### config.mk
export PLATFORM = sky130hd
export DESIGN_NAME = incremental_pi_velocity_loop
export DESIGN_NICKNAME = d
export VERILOG_FILES = /design/src/hw/rtl/ipvl_pkg.sv /design/src/hw/rtl/incremental_pi_velocity_loop.sv
export SDC_FILE = /design/constraint.sdc
export NUM_CORES = 2
export LEC_CHECK = 0
export ABC_AREA = 1
export BUFFER_PORTS_ARGS = -buffer_cell sky130_fd_sc_hd__buf_2
export CORE_MARGIN = 1.5
export CORE_UTILIZATION = 40
export DETAILED_ROUTE_END_ITERATION = 6
export HOLD_SLACK_MARGIN = 0.06
export PLACE_DENSITY = 0.59
export SLEW_MARGIN = 20
export SYNTH_ARGS = -nofsm -noshare
export SYNTH_HDL_FRONTEND = slang
export SYNTH_SLANG_ARGS = --single-unit
### constraint.sdc
create_clock -name clock -period 11.8 [get_ports clock]
set_clock_uncertainty 0.2 [all_clocks]
set_input_delay 2.36 -clock clock [delete_from_list [all_inputs] [get_ports clock]]
set_output_delay 2.36 -clock clock [all_outputs]
set_load 0.03 [all_outputs]
### src/hw/rtl/ipvl_pkg.sv
// ----------------------------------------------------------------------------
// ipvl_pkg
// Types and constants for the incremental PI velocity loop: word layouts,
// register indexes and reset values, fixed-point limits and the saturation
// helper.
// ----------------------------------------------------------------------------
package ipvl_pkg;

   localparam int MOTORS_DEFAULT = 4;

   localparam int SPEED_W   = 24;
   localparam int PWM_W     = 15;
   localparam int GAIN_W    = 16;
   localparam int ALPHA_W   = 9;
   localparam int ILIM_W    = 23;
   localparam int STALL_W   = 5;
   localparam int COOL_W    = 6;
   localparam int CSR_IDX_W = 3;
   localparam int CSR_W     = 23;

   // serial multiplier: accumulator width and one multiplier bit per cycle
   localparam int ACC_W     = 42;
   localparam int MUL_STEPS = GAIN_W;
   localparam int MUL_CNT_W = $clog2(MUL_STEPS);
   localparam int QUOT_W    = ACC_W - 16;
   localparam int SUM_W     = QUOT_W + 1;
   localparam int MAG_W     = SPEED_W;

   localparam logic [CSR_IDX_W-1:0] REG_PROP_GAIN       = 3'd0;
   localparam logic [CSR_IDX_W-1:0] REG_INTEGRAL_GAIN   = 3'd1;
   localparam logic [CSR_IDX_W-1:0] REG_FILTER_ALPHA    = 3'd2;
   localparam logic [CSR_IDX_W-1:0] REG_SPEED_PER_PULSE = 3'd3;
   localparam logic [CSR_IDX_W-1:0] REG_PWM_MAX         = 3'd4;
   localparam logic [CSR_IDX_W-1:0] REG_STALL_PWM_LEVEL = 3'd5;
   localparam logic [CSR_IDX_W-1:0] REG_DEADZONE_PWM    = 3'd6;
   localparam logic [CSR_IDX_W-1:0] REG_INTEGRAL_LIMIT  = 3'd7;

   localparam logic [GAIN_W-1:0]  RST_PROP_GAIN       = 16'd256;
   localparam logic [GAIN_W-1:0]  RST_INTEGRAL_GAIN   = 16'd26;
   localparam logic [ALPHA_W-1:0] RST_FILTER_ALPHA    = 9'd205;
   localparam logic [GAIN_W-1:0]  RST_SPEED_PER_PULSE = 16'd3592;
   localparam logic [PWM_W-1:0]   RST_PWM_MAX         = 15'd999;
   localparam logic [PWM_W-1:0]   RST_STALL_PWM_LEVEL = 15'd999;
   localparam logic [PWM_W-1:0]   RST_DEADZONE_PWM    = 15'd200;
   localparam logic [ILIM_W-1:0]  RST_INTEGRAL_LIMIT  = 23'd20480;

   localparam logic OP_UPDATE = 1'b0;
   localparam logic OP_ESTOP  = 1'b1;

   localparam logic [1:0] DIR_STOP = 2'd0;
   localparam logic [1:0] DIR_FWD  = 2'd1;
   localparam logic [1:0] DIR_REV  = 2'd2;

   localparam logic [ALPHA_W-1:0]        ALPHA_FULL      = 9'd256;
   localparam logic [MAG_W-1:0]          DEADZONE_TARGET = 24'd3840;
   localparam logic signed [SPEED_W-1:0] STALL_SPEED_HI  = 24'sd2048;
   localparam logic signed [SPEED_W-1:0] STALL_SPEED_LO  = -24'sd2048;
   localparam logic [STALL_W-1:0]        STALL_TRIP      = 5'd25;
   localparam logic [COOL_W-1:0]         COOLDOWN_LEN    = 6'd50;
   localparam logic signed [ACC_W-1:0]   SPEED_MAX       = 42'sd8388607;
   localparam logic signed [ACC_W-1:0]   SPEED_MIN       = -42'sd8388608;
   localparam logic signed [ACC_W-1:0]   TRUNC_BIAS      = 42'sd65535;

   typedef struct packed {
      logic                      opcode;
      logic [1:0]                motor;
      logic signed [15:0]        pulses;
      logic signed [SPEED_W-1:0] set_speed;
   } req_word_type;

   typedef struct packed {
      logic [1:0]                motor_out;
      logic [PWM_W-1:0]          pwm_duty;
      logic [1:0]                direction;
      logic signed [SPEED_W-1:0] filtered_speed;
      logic                      cooling_down;
   } rsp_word_type;

   function automatic logic signed [SPEED_W-1:0] sat_speed(
      input logic signed [ACC_W-1:0] x);
      logic signed [ACC_W-1:0] y;
      y = x;
      if (x > SPEED_MAX) begin
         y = SPEED_MAX;
      end else if (x < SPEED_MIN) begin
         y = SPEED_MIN;
      end
      return y[SPEED_W-1:0];
   endfunction

endpackage

### src/hw/rtl/incremental_pi_velocity_loop.sv
// ----------------------------------------------------------------------------
// incremental_pi_velocity_loop
// Per-motor speed filter and incremental PI loop with anti-windup, start-up
// deadzone and stall cutoff; all products share one bit-serial multiplier.
// ----------------------------------------------------------------------------
// Usage:
//   req_* carries one request word: an update for one motor or an emergency
//   stop for all motors. rsp_* returns exactly one result word per request.
//   csr_* writes the gain and limit registers; write only while idle.
//   An update runs five shift-add products on the shared multiplier (pulse
//   speed, two filter terms, integral, proportional) plus five steps (error,
//   two duty steps, finish, output). rsp_valid rises as the output step hands
//   the word on and req_stall drops at the same edge, so a new update is taken
//   only after the previous one has been answered. Stop requests and updates
//   naming a motor index of MOTORS or more go straight to the output step.
//   req_stall is high while a request is in progress. A result waiting under
//   rsp_stall does not block the next request; that one finishes and holds in
//   its final step until the output register frees.
//   Reset (synchronous) restores the register defaults and clears all
//   per-motor state and any pending word.
// ----------------------------------------------------------------------------
module incremental_pi_velocity_loop
   import ipvl_pkg::*;
#(
   parameter int MOTORS = MOTORS_DEFAULT
) (
   input  logic                 clock,
   input  logic                 reset,
   input  logic                 req_valid,
   output logic                 req_stall,
   input  req_word_type         req_word,
   output logic                 rsp_valid,
   input  logic                 rsp_stall,
   output rsp_word_type         rsp_word,
   input  logic                 csr_write,
   input  logic [CSR_IDX_W-1:0] csr_index,
   input  logic [CSR_W-1:0]     csr_data
);

   localparam int MW = (MOTORS > 1) ? $clog2(MOTORS) : 1;

   typedef enum logic [10:0] {
      S_IDLE  = 11'b000_0000_0001,
      S_INST  = 11'b000_0000_0010,
      S_FILT1 = 11'b000_0000_0100,
      S_FILT2 = 11'b000_0000_1000,
      S_ERR   = 11'b000_0001_0000,
      S_INTG  = 11'b000_0010_0000,
      S_PROP  = 11'b000_0100_0000,
      S_PWM1  = 11'b000_1000_0000,
      S_PWM2  = 11'b001_0000_0000,
      S_FIN   = 11'b010_0000_0000,
      S_OUT   = 11'b100_0000_0000
   } state_type;

   // configuration
   logic [GAIN_W-1:0]  kp_ff, ki_ff, spp_ff;
   logic [ALPHA_W-1:0] alpha_ff;
   logic [PWM_W-1:0]   pwm_max_ff, stall_lvl_ff, dz_ff;
   logic [ILIM_W-1:0]  ilim_ff;

   // per-motor state
   logic signed [SPEED_W-1:0] speed_est_ff [MOTORS];
   logic signed [SPEED_W-1:0] speed_est_in [MOTORS];
   logic signed [SPEED_W-1:0] prev_err_ff  [MOTORS];
   logic signed [SPEED_W-1:0] prev_err_in  [MOTORS];
   logic [PWM_W-1:0]          duty_ff      [MOTORS];
   logic [PWM_W-1:0]          duty_in      [MOTORS];
   logic [STALL_W-1:0]        stall_cnt_ff [MOTORS];
   logic [STALL_W-1:0]        stall_cnt_in [MOTORS];
   logic [COOL_W-1:0]         cool_left_ff [MOTORS];
   logic [COOL_W-1:0]         cool_left_in [MOTORS];

   // sequencer and datapath
   state_type                 state_ff, state_in;
   logic [MW-1:0]             m_ff, m_in;
   logic [1:0]                motor_ff, motor_in;
   logic signed [SPEED_W-1:0] target_ff, target_in;
   logic signed [ACC_W-1:0]   acc_ff, acc_in;
   logic signed [ACC_W-1:0]   mcand_ff, mcand_in;
   logic [GAIN_W-1:0]         mplier_ff, mplier_in;
   logic [MUL_CNT_W-1:0]      cnt_ff, cnt_in;
   logic signed [SPEED_W-1:0] speed_ff, speed_in;
   logic signed [SPEED_W-1:0] err_ff, err_in;
   logic [MAG_W-1:0]          mag_ff, mag_in;
   logic signed [ACC_W-1:0]   iterm_ff, iterm_in;
   logic [PWM_W-1:0]          pwm_ff, pwm_in;
   rsp_word_type              pend_ff, pend_in;
   logic                      rsp_valid_ff, rsp_valid_in;
   rsp_word_type              rsp_word_ff, rsp_word_in;

   // combinational temporaries
   logic signed [ACC_W-1:0]   acc_sum;
   logic                      mul_last;
   logic [ALPHA_W-1:0]        alpha_c, alpha_inv;
   logic signed [SPEED_W-1:0] cur_speed, cur_prev;
   logic [PWM_W-1:0]          cur_duty;
   logic [STALL_W-1:0]        cur_sc, sc_inc;
   logic [COOL_W-1:0]         cur_cd;
   logic signed [SPEED_W+1:0] tgt_ext, mag_w, diff_w;
   logic signed [SPEED_W-1:0] err_w;
   logic signed [ACC_W-1:0]   ilim_pos, ilim_neg, delta, biased, shifted;
   logic                      windup;
   logic signed [QUOT_W-1:0]  quot;
   logic signed [SUM_W-1:0]   duty_sum;
   logic [PWM_W-1:0]          pwm_dz, pwm_fin;
   logic                      cool;

   assign req_stall = (state_ff != S_IDLE);
   assign rsp_valid = rsp_valid_ff;
   assign rsp_word  = rsp_word_ff;

   always_comb begin
      acc_sum   = acc_ff + (mplier_ff[0] ? mcand_ff : '0);
      mul_last  = (cnt_ff == MUL_CNT_W'(MUL_STEPS - 1));
      alpha_c   = (alpha_ff > ALPHA_FULL) ? ALPHA_FULL : alpha_ff;
      alpha_inv = ALPHA_FULL - alpha_c;
      cur_speed = speed_est_ff[m_ff];
      cur_prev  = prev_err_ff[m_ff];
      cur_duty  = duty_ff[m_ff];
      cur_sc    = stall_cnt_ff[m_ff];
      cur_cd    = cool_left_ff[m_ff];
      sc_inc    = cur_sc + STALL_W'(1);

      tgt_ext = (SPEED_W+2)'(target_ff);
      mag_w   = tgt_ext[SPEED_W+1] ? -tgt_ext : tgt_ext;
      diff_w  = mag_w - (SPEED_W+2)'(speed_ff);
      err_w   = sat_speed(ACC_W'(diff_w));

      ilim_pos = ACC_W'({ilim_ff, 8'd0});
      ilim_neg = -ilim_pos;

      delta  = acc_ff + iterm_ff;
      windup = ((cur_duty >= pwm_max_ff) && !delta[ACC_W-1] && (delta != '0)) ||
               ((cur_duty == '0) && delta[ACC_W-1]);

      biased   = acc_ff + (acc_ff[ACC_W-1] ? TRUNC_BIAS : '0);
      shifted  = biased >>> 16;
      quot     = shifted[QUOT_W-1:0];
      duty_sum = SUM_W'(quot) + SUM_W'({1'b0, cur_duty});

      pwm_dz = pwm_ff;
      if ((mag_ff > DEADZONE_TARGET) && (pwm_ff != '0) && (pwm_ff < dz_ff)) begin
         pwm_dz = (dz_ff < pwm_max_ff) ? dz_ff : pwm_max_ff;
      end

      state_in     = state_ff;
      m_in         = m_ff;
      motor_in     = motor_ff;
      target_in    = target_ff;
      acc_in       = acc_ff;
      mcand_in     = mcand_ff;
      mplier_in    = mplier_ff;
      cnt_in       = cnt_ff;
      speed_in     = speed_ff;
      err_in       = err_ff;
      mag_in       = mag_ff;
      iterm_in     = iterm_ff;
      pwm_in       = pwm_ff;
      pend_in      = pend_ff;
      rsp_word_in  = rsp_word_ff;
      rsp_valid_in = rsp_valid_ff && rsp_stall;
      speed_est_in = speed_est_ff;
      prev_err_in  = prev_err_ff;
      duty_in      = duty_ff;
      stall_cnt_in = stall_cnt_ff;
      cool_left_in = cool_left_ff;
      pwm_fin      = pwm_dz;
      cool         = 1'b0;

      if ((state_ff == S_INST) || (state_ff == S_FILT1) || (state_ff == S_FILT2) ||
          (state_ff == S_INTG) || (state_ff == S_PROP)) begin
         acc_in    = acc_sum;
         mcand_in  = mcand_ff <<< 1;
         mplier_in = mplier_ff >> 1;
         cnt_in    = cnt_ff + MUL_CNT_W'(1);
      end

      case (state_ff)
         S_IDLE: begin
            if (req_valid) begin
               target_in = req_word.set_speed;
               motor_in  = req_word.motor;
               m_in      = MW'(req_word.motor);
               pend_in   = '0;
               if (req_word.opcode == OP_ESTOP) begin
                  for (int i = 0; i < MOTORS; i++) begin
                     duty_in[i]      = '0;
                     prev_err_in[i]  = '0;
                     stall_cnt_in[i] = '0;
                  end
                  state_in = S_OUT;
               end else if (int'(req_word.motor) >= MOTORS) begin
                  pend_in.motor_out = req_word.motor;
                  state_in          = S_OUT;
               end else begin
                  acc_in    = '0;
                  mcand_in  = ACC_W'(req_word.pulses);
                  mplier_in = spp_ff;
                  cnt_in    = '0;
                  state_in  = S_INST;
               end
            end
         end
         S_INST: begin
            if (mul_last) begin
               acc_in    = '0;
               mcand_in  = acc_sum;
               mplier_in = GAIN_W'(alpha_c);
               cnt_in    = '0;
               state_in  = S_FILT1;
            end
         end
         S_FILT1: begin
            if (mul_last) begin
               mcand_in  = ACC_W'(cur_speed);
               mplier_in = GAIN_W'(alpha_inv);
               cnt_in    = '0;
               state_in  = S_FILT2;
            end
         end
         S_FILT2: begin
            if (mul_last) begin
               speed_in = sat_speed(acc_sum >>> 8);
               state_in = S_ERR;
            end
         end
         S_ERR: begin
            err_in    = err_w;
            mag_in    = mag_w[MAG_W-1:0];
            acc_in    = '0;
            mcand_in  = ACC_W'(err_w);
            mplier_in = ki_ff;
            cnt_in    = '0;
            state_in  = S_INTG;
         end
         S_INTG: begin
            if (mul_last) begin
               iterm_in  = acc_sum;
               acc_in    = '0;
               mcand_in  = ACC_W'(err_ff) - ACC_W'(cur_prev);
               mplier_in = kp_ff;
               cnt_in    = '0;
               state_in  = S_PROP;
            end
         end
         S_PROP: begin
            if (cnt_ff == '0) begin
               if (iterm_ff > ilim_pos) begin
                  iterm_in = ilim_pos;
               end else if (iterm_ff < ilim_neg) begin
                  iterm_in = ilim_neg;
               end
            end
            if (mul_last) begin
               state_in = S_PWM1;
            end
         end
         S_PWM1: begin
            acc_in   = windup ? acc_ff : delta;
            state_in = S_PWM2;
         end
         S_PWM2: begin
            if (duty_sum[SUM_W-1]) begin
               pwm_in = '0;
            end else if (duty_sum > SUM_W'({1'b0, pwm_max_ff})) begin
               pwm_in = pwm_max_ff;
            end else begin
               pwm_in = duty_sum[PWM_W-1:0];
            end
            state_in = S_FIN;
         end
         S_FIN: begin
            if (cur_cd != '0) begin
               cool_left_in[m_ff] = cur_cd - COOL_W'(1);
               pwm_fin            = '0;
               cool               = 1'b1;
            end else if ((pwm_dz >= stall_lvl_ff) && (speed_ff < STALL_SPEED_HI) &&
                         (speed_ff > STALL_SPEED_LO)) begin
               if (sc_inc >= STALL_TRIP) begin
                  stall_cnt_in[m_ff] = '0;
                  cool_left_in[m_ff] = COOLDOWN_LEN;
                  pwm_fin            = '0;
                  cool               = 1'b1;
               end else begin
                  stall_cnt_in[m_ff] = sc_inc;
               end
            end else begin
               stall_cnt_in[m_ff] = '0;
            end
            speed_est_in[m_ff] = speed_ff;
            prev_err_in[m_ff]  = err_ff;
            duty_in[m_ff]      = pwm_fin;

            pend_in.motor_out      = motor_ff;
            pend_in.pwm_duty       = pwm_fin;
            pend_in.filtered_speed = speed_ff;
            pend_in.cooling_down   = cool;
            if (target_ff[SPEED_W-1]) begin
               pend_in.direction = DIR_REV;
            end else if (target_ff != '0) begin
               pend_in.direction = DIR_FWD;
            end else begin
               pend_in.direction = DIR_STOP;
            end
            state_in = S_OUT;
         end
         S_OUT: begin
            if (!rsp_valid_ff || !rsp_stall) begin
               rsp_valid_in = 1'b1;
               rsp_word_in  = pend_ff;
               state_in     = S_IDLE;
            end
         end
         default: begin
            state_in = S_IDLE;
         end
      endcase
   end

   always_ff @(posedge clock) begin
      if (reset) begin
         kp_ff        <= RST_PROP_GAIN;
         ki_ff        <= RST_INTEGRAL_GAIN;
         alpha_ff     <= RST_FILTER_ALPHA;
         spp_ff       <= RST_SPEED_PER_PULSE;
         pwm_max_ff   <= RST_PWM_MAX;
         stall_lvl_ff <= RST_STALL_PWM_LEVEL;
         dz_ff        <= RST_DEADZONE_PWM;
         ilim_ff      <= RST_INTEGRAL_LIMIT;
      end else if (csr_write) begin
         case (csr_index)
            REG_PROP_GAIN:       kp_ff        <= csr_data[GAIN_W-1:0];
            REG_INTEGRAL_GAIN:   ki_ff        <= csr_data[GAIN_W-1:0];
            REG_FILTER_ALPHA:    alpha_ff     <= csr_data[ALPHA_W-1:0];
            REG_SPEED_PER_PULSE: spp_ff       <= csr_data[GAIN_W-1:0];
            REG_PWM_MAX:         pwm_max_ff   <= csr_data[PWM_W-1:0];
            REG_STALL_PWM_LEVEL: stall_lvl_ff <= csr_data[PWM_W-1:0];
            REG_DEADZONE_PWM:    dz_ff        <= csr_data[PWM_W-1:0];
            REG_INTEGRAL_LIMIT:  ilim_ff      <= csr_data[ILIM_W-1:0];
            default: begin
            end
         endcase
      end
   end

   always_ff @(posedge clock) begin
      if (reset) begin
         state_ff     <= S_IDLE;
         rsp_valid_ff <= 1'b0;
         for (int i = 0; i < MOTORS; i++) begin
            speed_est_ff[i] <= '0;
            prev_err_ff[i]  <= '0;
            duty_ff[i]      <= '0;
            stall_cnt_ff[i] <= '0;
            cool_left_ff[i] <= '0;
         end
      end else begin
         state_ff     <= state_in;
         rsp_valid_ff <= rsp_valid_in;
         speed_est_ff <= speed_est_in;
         prev_err_ff  <= prev_err_in;
         duty_ff      <= duty_in;
         stall_cnt_ff <= stall_cnt_in;
         cool_left_ff <= cool_left_in;
      end
   end

   always_ff @(posedge clock) begin
      m_ff        <= m_in;
      motor_ff    <= motor_in;
      target_ff   <= target_in;
      acc_ff      <= acc_in;
      mcand_ff    <= mcand_in;
      mplier_ff   <= mplier_in;
      cnt_ff      <= cnt_in;
      speed_ff    <= speed_in;
      err_ff      <= err_in;
      mag_ff      <= mag_in;
      iterm_ff    <= iterm_in;
      pwm_ff      <= pwm_in;
      pend_ff     <= pend_in;
      rsp_word_ff <= rsp_word_in;
   end

endmodule
# Yosys cells after proc, flatten, opt, wreduce, memory -nomap -nowiden
# Cells that the tools add are included.
# word_totals
ff_bits,780
inputBits,74
out_inout_bits,46
elab_cells,272
# op_classes
addsub,12
magnitude_cmp,18
n_eq_ne,32
mux,105
bitwise,6
n_reduce_logical,48
# ops
operator,n
42-bit 2-to-1 mux,16
24-bit 2-to-1 mux,11
42-bit one-hot mux with 5 select lines,1
96-bit bitwise mux,2
96-bit 2-to-1 mux,2
96-bit one-hot mux with 2 select lines,1
42-bit one-hot mux with 4 select lines,1
15-bit 2-to-1 mux,10
11-bit one-hot mux with 11 select lines,1
60-bit 2-to-1 mux,2
60-bit one-hot mux with 2 select lines,1
16-bit 2-to-1 mux,7
20-bit 2-to-1 mux,5
24-bit binary-select mux with 2-bit select,2
11-bit 2-to-1 mux,8
44-bit one-hot mux with 2 select lines,1
42-bit adder,2
42-bit one-hot mux with 2 select lines,1
16-bit one-hot mux with 5 select lines,1
60-bit bitwise mux,1
24-bit demux with 2-bit select,1
"24-bit by 12-bit > comparator with 1-bit output, second input constant",2
44-bit 2-to-1 mux,1
42-bit by 16-bit adder with 42-bit output,1
other kinds (82),140

# Depth between registers and ports, before layout
# depth
depth_word,12
ltp_mapped,39
depth_no_buf,38

# Worst setup path after synthesis
# Ideal clock, no wire load.
# synth_path
path_type,input port to flip-flop
start,input port req_valid
end,"register pend_ff[0] (netlist bit), enable pin"
setup_time_ps,507
arrival_time_ps,5533
required_ps,11093
path_slack_ps,5560
cell_stages,2
path_buffers,0
cell_sequence,inv_1 > o21ai_0
# synth_between
elab_chain_cells,2
# synth_rtl
item,line,rtl
from (decl),incremental_pi_velocity_loop.sv:29,"input logic req_valid,"
2-bit inequality test (no source line),--,
2-bit AND reduction (no source line),--,
to (signal assigned),incremental_pi_velocity_loop.sv:382,pend_ff <= pend_in;
to (decl),incremental_pi_velocity_loop.sv:88,"rsp_word_type pend_ff, pend_in;"
# Every way passes these cells.
# A chain may end at the register's enable or synchronous reset.

==> implementation parameters <==
Parameter                              Value

Outcome
  Result of the run    finished clean

Clock network
  Maximum buffer depth of the clock tree    3
  Clock latency of the later-clocked register in the worst-skew pair    730 ps
  Number of buffers added by the clock tree synthesis step    91
  Level count of the clock H-tree    3
  Resized Gates After CTS    0
  Number of sinks handled by clock tree synthesis    780
  Clock input transition at the sequential cells of the worst setup and hold paths    60 ps
  Clock tree from TritonCTS    done
  Post-CTS setup-driven buffer insertion count    0
  Buffer type at the clock tree root    sky130_fd_sc_hd__clkbuf_16
  Post-cts hold buffer count    0

Floorplanning
  Std-Cell Core Area    119800 µm²
  Die height    350.3 µm
  Row cnt    127
  Die Area    122700 µm²
  I/O pin cnt    120
  Effective utilization at floorplan    40.27%
  Die outline width    350.3 µm

Critical path
  Kind of critical path    reg2reg
  Maximum cell stage delay along the critical path    500 ps
  Cell family contributing the most delay on the critical path    simple AND/OR/NAND/NOR gates
  Critical-path top delay cell    sky130_fd_sc_hd__edfxtp_1
  Worst Path Required    12170 ps
  Critical path launch point type    register
  Highest net fanout along the worst path    42
  Kind of capture point of the worst setup path    register
  Crit path DAT    6890 ps
  CP most frequent cell    sky130_fd_sc_hd__nand2_1
  Buffers & Inverters on Critical Path    6
  R2R depth    29
  Critical path depth in cells    29

Job
  Max-cap check violation count    0

Drt
  Post-detailed-route count of antenna-violating nets    0
  Sum of routed wire length over all layers    185500 µm
  Routed via count    47420
  First drt pass iteration count    6
  Initial DRC Count    5285
  Routed vias/inst    5.659
  DRC    0
  Wire per inst    22.13 µm

Logic synthesis
  Netlist Area Pre-Place    48250 µm²
  Cell count after synthesis    6680
  Post-synthesis sequential area ratio    38.27%
  Nets in the synthesized netlist    7059
  Count of synthesis-stage warnings from yosys    0
  Per-instance average area after synthesis    7.224 µm²
  Number of synthesized flops with an enable pin    285
  Cell variety after synth    67
  Post-synthesis sequential element count    780
  Synth Flop Type    sky130_fd_sc_hd__dfxtp_1
  FFs w/ async S/R, synth    0%

STA
  Setup Total Neg Slack    0 ps
  Share of the clock period used by the worst path    55.26%
  Finish-stage setup viols    0
  Post-layout min period    6520 ps
  Setup repair after global routing missed its margin    no
  Worst Tran Pin Value    1303 ps
  Peak Freq    0.1534 GHz
  Number of hold violations in the final report    0
  Remaining max-slew budget at the tightest pin    12.84%
  Max-slew violations    0

GRT
  Global-route wire length before repair    275000 µm
  Number of antenna violations at the first check in global routing    13
  Maximum number of pins on one net before global-route repair    93
  Aggregate global routing overflow    0
  Vias in the first global route    43480
  GRT Overall Usage    29.53%

Final layout
  Share of post-route cells with drive strength above 1    6.489%
  Most frequent cells in the layout    sky130_fd_sc_hd__nand2_1, sky130_fd_sc_hd__a21oi_1, sky130_fd_sc_hd__nor2_1, sky130_fd_sc_hd__inv_1, sky130_fd_sc_hd__o21ai_0
  Area of combinational cells with multiple inputs    26400 µm²
  Area occupied by registers    18470 µm²
  Area growth from synthesis to final layout    11.20%
  Fillers    12310
  Final core utilization    44.78%
  Leading cell type in the layout, fill and taps excluded    sky130_fd_sc_hd__nand2_1
  Nets@finish    7067

Placed design
  Half-perimeter wire length after placement    137200 µm
  Number of I/O port buffers    119
  Final GP Congestion    0.9853

Pwr
  Total power density per cell area    185.9 nW/µm²
  Total leakage power    23.29 nW
  Maximum resistive drop on vdd    0.1449 mV

Hold path
  Tightest Hold Check Type    reg2reg
  Count of cells along the worst hold path    0
[worst register-to-register path, delay by kind of cell (launching register included)]
kind / cells / cell delay [ps]
adders and majority gates: 2 / 660
xor gates and xnor gates: 1 / 220
buffers and inverters: 6 / 1500
and+or+nand+nor: 13 / 1820
AOI/OAI and AO/OA: 7 / 1470
DFF: 1 / 500
[final cells by class]
class | instances | area share [%]
multi-input combinational | 4975 | 49.20
sequential | 780 | 34.42
clock buffer | 118 | 4.818
inverter | 655 | 4.594
tap | 1612 | 3.759
timing repair buffer | 185 | 2.045
clock inverter | 52 | 1.150
antenna | 3 | 0.01399
[flip-flops by register name (all words and copies together) (netlist names), 20 cells and up]
signal / flops
acc_ff: 42
rsp_word: 44
pend_ff: 44
iterm_ff: 42
stall_cnt_ff: 20
target_ff: 24
prev_err_ff: 96
cool_left_ff: 24
speed_ff: 24
err_ff: 24
duty_ff: 60
mcand_ff: 42
speed_est_ff: 96
mag_ff: 24
ilim_ff: 23
[metrics by stage]
step	instances	setup slack, ps	hold slack (ps)	instance area [µm²]	total power, mW
floorplan	6680	5560	200.3	48250	5.661
global placement	8207	5470	201.3	50440	6.858
detailed placement	8207	5359	204.5	50450	6.897
CTS	8377	5350	215.9	53650	9.912
global route	8377	4616	217.6	53650	10.43
finish	8380	5280	215.6	53660	9.972
[cells in the mapped netlist, types with 5 or more instances]
master                      number  area share [%]
sky130_fd_sc_hd__a21boi_0       12            0.19
sky130_fd_sc_hd__nand3_1       304             3.2
sky130_fd_sc_hd__ha_1          300             7.8
sky130_fd_sc_hd__a221oi_1       41            0.74
sky130_fd_sc_hd__o21ai_1        33            0.34
sky130_fd_sc_hd__clkbuf_1      204             1.6
sky130_fd_sc_hd__a22oi_1        35            0.54
sky130_fd_sc_hd__o21bai_1       15            0.23
sky130_fd_sc_hd__xor2_1         96             1.7
sky130_fd_sc_hd__fa_1            5            0.21
sky130_fd_sc_hd__nor4_1         34            0.44
sky130_fd_sc_hd__or2_2          18            0.23
sky130_fd_sc_hd__and2_1          5           0.065
sky130_fd_sc_hd__a22o_1         24            0.44
sky130_fd_sc_hd__inv_1         620             4.8
sky130_fd_sc_hd__o221ai_1       10            0.18
sky130_fd_sc_hd__buf_2          35            0.36
sky130_fd_sc_hd__nor3_2          8            0.17
sky130_fd_sc_hd__clkinv_1       13            0.10
sky130_fd_sc_hd__nor2_1        643             5.0
sky130_fd_sc_hd__a211oi_1       13            0.20
sky130_fd_sc_hd__o21ai_0       515             5.3
sky130_fd_sc_hd__nor2_2          7           0.091
sky130_fd_sc_hd__a21o_1         22            0.34
sky130_fd_sc_hd__nand2_2        10            0.13
sky130_fd_sc_hd__nand3b_1       15            0.23
sky130_fd_sc_hd__o2111ai_1       9            0.16
sky130_fd_sc_hd__buf_1          24            0.19
sky130_fd_sc_hd__a21oi_1       692             7.2
sky130_fd_sc_hd__dfxtp_1       495              21
sky130_fd_sc_hd__edfxtp_1      285              18
sky130_fd_sc_hd__nand2_1      1673              13
sky130_fd_sc_hd__xnor2_1        41            0.74
sky130_fd_sc_hd__o21a_1         37            0.58
sky130_fd_sc_hd__a31oi_1        18            0.23
sky130_fd_sc_hd__mux2i_1         7            0.15
sky130_fd_sc_hd__nor3_1         84            0.87
sky130_fd_sc_hd__o211ai_1       37            0.58
sky130_fd_sc_hd__a2111oi_0       5           0.091
sky130_fd_sc_hd__o22ai_1        58            0.75
sky130_fd_sc_hd__nand4_1       104             1.3
sky130_fd_sc_hd__buf_6           5            0.12
sky130_fd_sc_hd__nor2_4          5            0.12
sky130_fd_sc_hd__inv_2          22            0.17
[layer usage]
metal  share of wire [%]  GRT usage, %
met1                  44         41.26
met2                  43         44.94
met3                 9.5         6.023
met4                 4.0         10.51
met5                   0             0
[where the power goes]
| group | switching (mW) | total, mW | internal, mW | leakage [nW] |
|---|---|---|---|---|
| Sequential | 0.251 | 3.42 | 3.17 | 6.75 |
| Clock | 1.24 | 3.02 | 1.78 | 1.55 |
| Combinational | 2.53 | 3.53 | 1.00 | 15.0 |
| Total | 4.02 | 9.97 | 5.95 | 23.3 |
[logic make-up (layout without fill, tap and decap cells)]
kind of cell	after synthesis	count (layout)	share of synthesized area, %
AND/OR/NAND/NOR	2925	2925	25.14
XOR/XNOR	137	137	2.487
buffers and inverters	925	1010	7.380
other	1	4	0.007771
AO/OA/AOI/OAI	1600	1600	18.58
multiplexers	7	7	0.1452
adder cells (fa/ha/maj)	305	305	7.986
flip-flops	780	780	38.27
[worst paths after layout]
kind / slack, ps / to / start
worst max-delay path: 5280 / pwm_ff[5] / motor_ff[1]
worst min-delay path: 220 / rsp_word[37] / pend_ff[37]
worst max register to register: 5280 / pwm_ff[5] / motor_ff[1]
worst min register to register: 220 / rsp_word[37] / pend_ff[37]
Note: power is estimated with default switching activity, not from simulation.
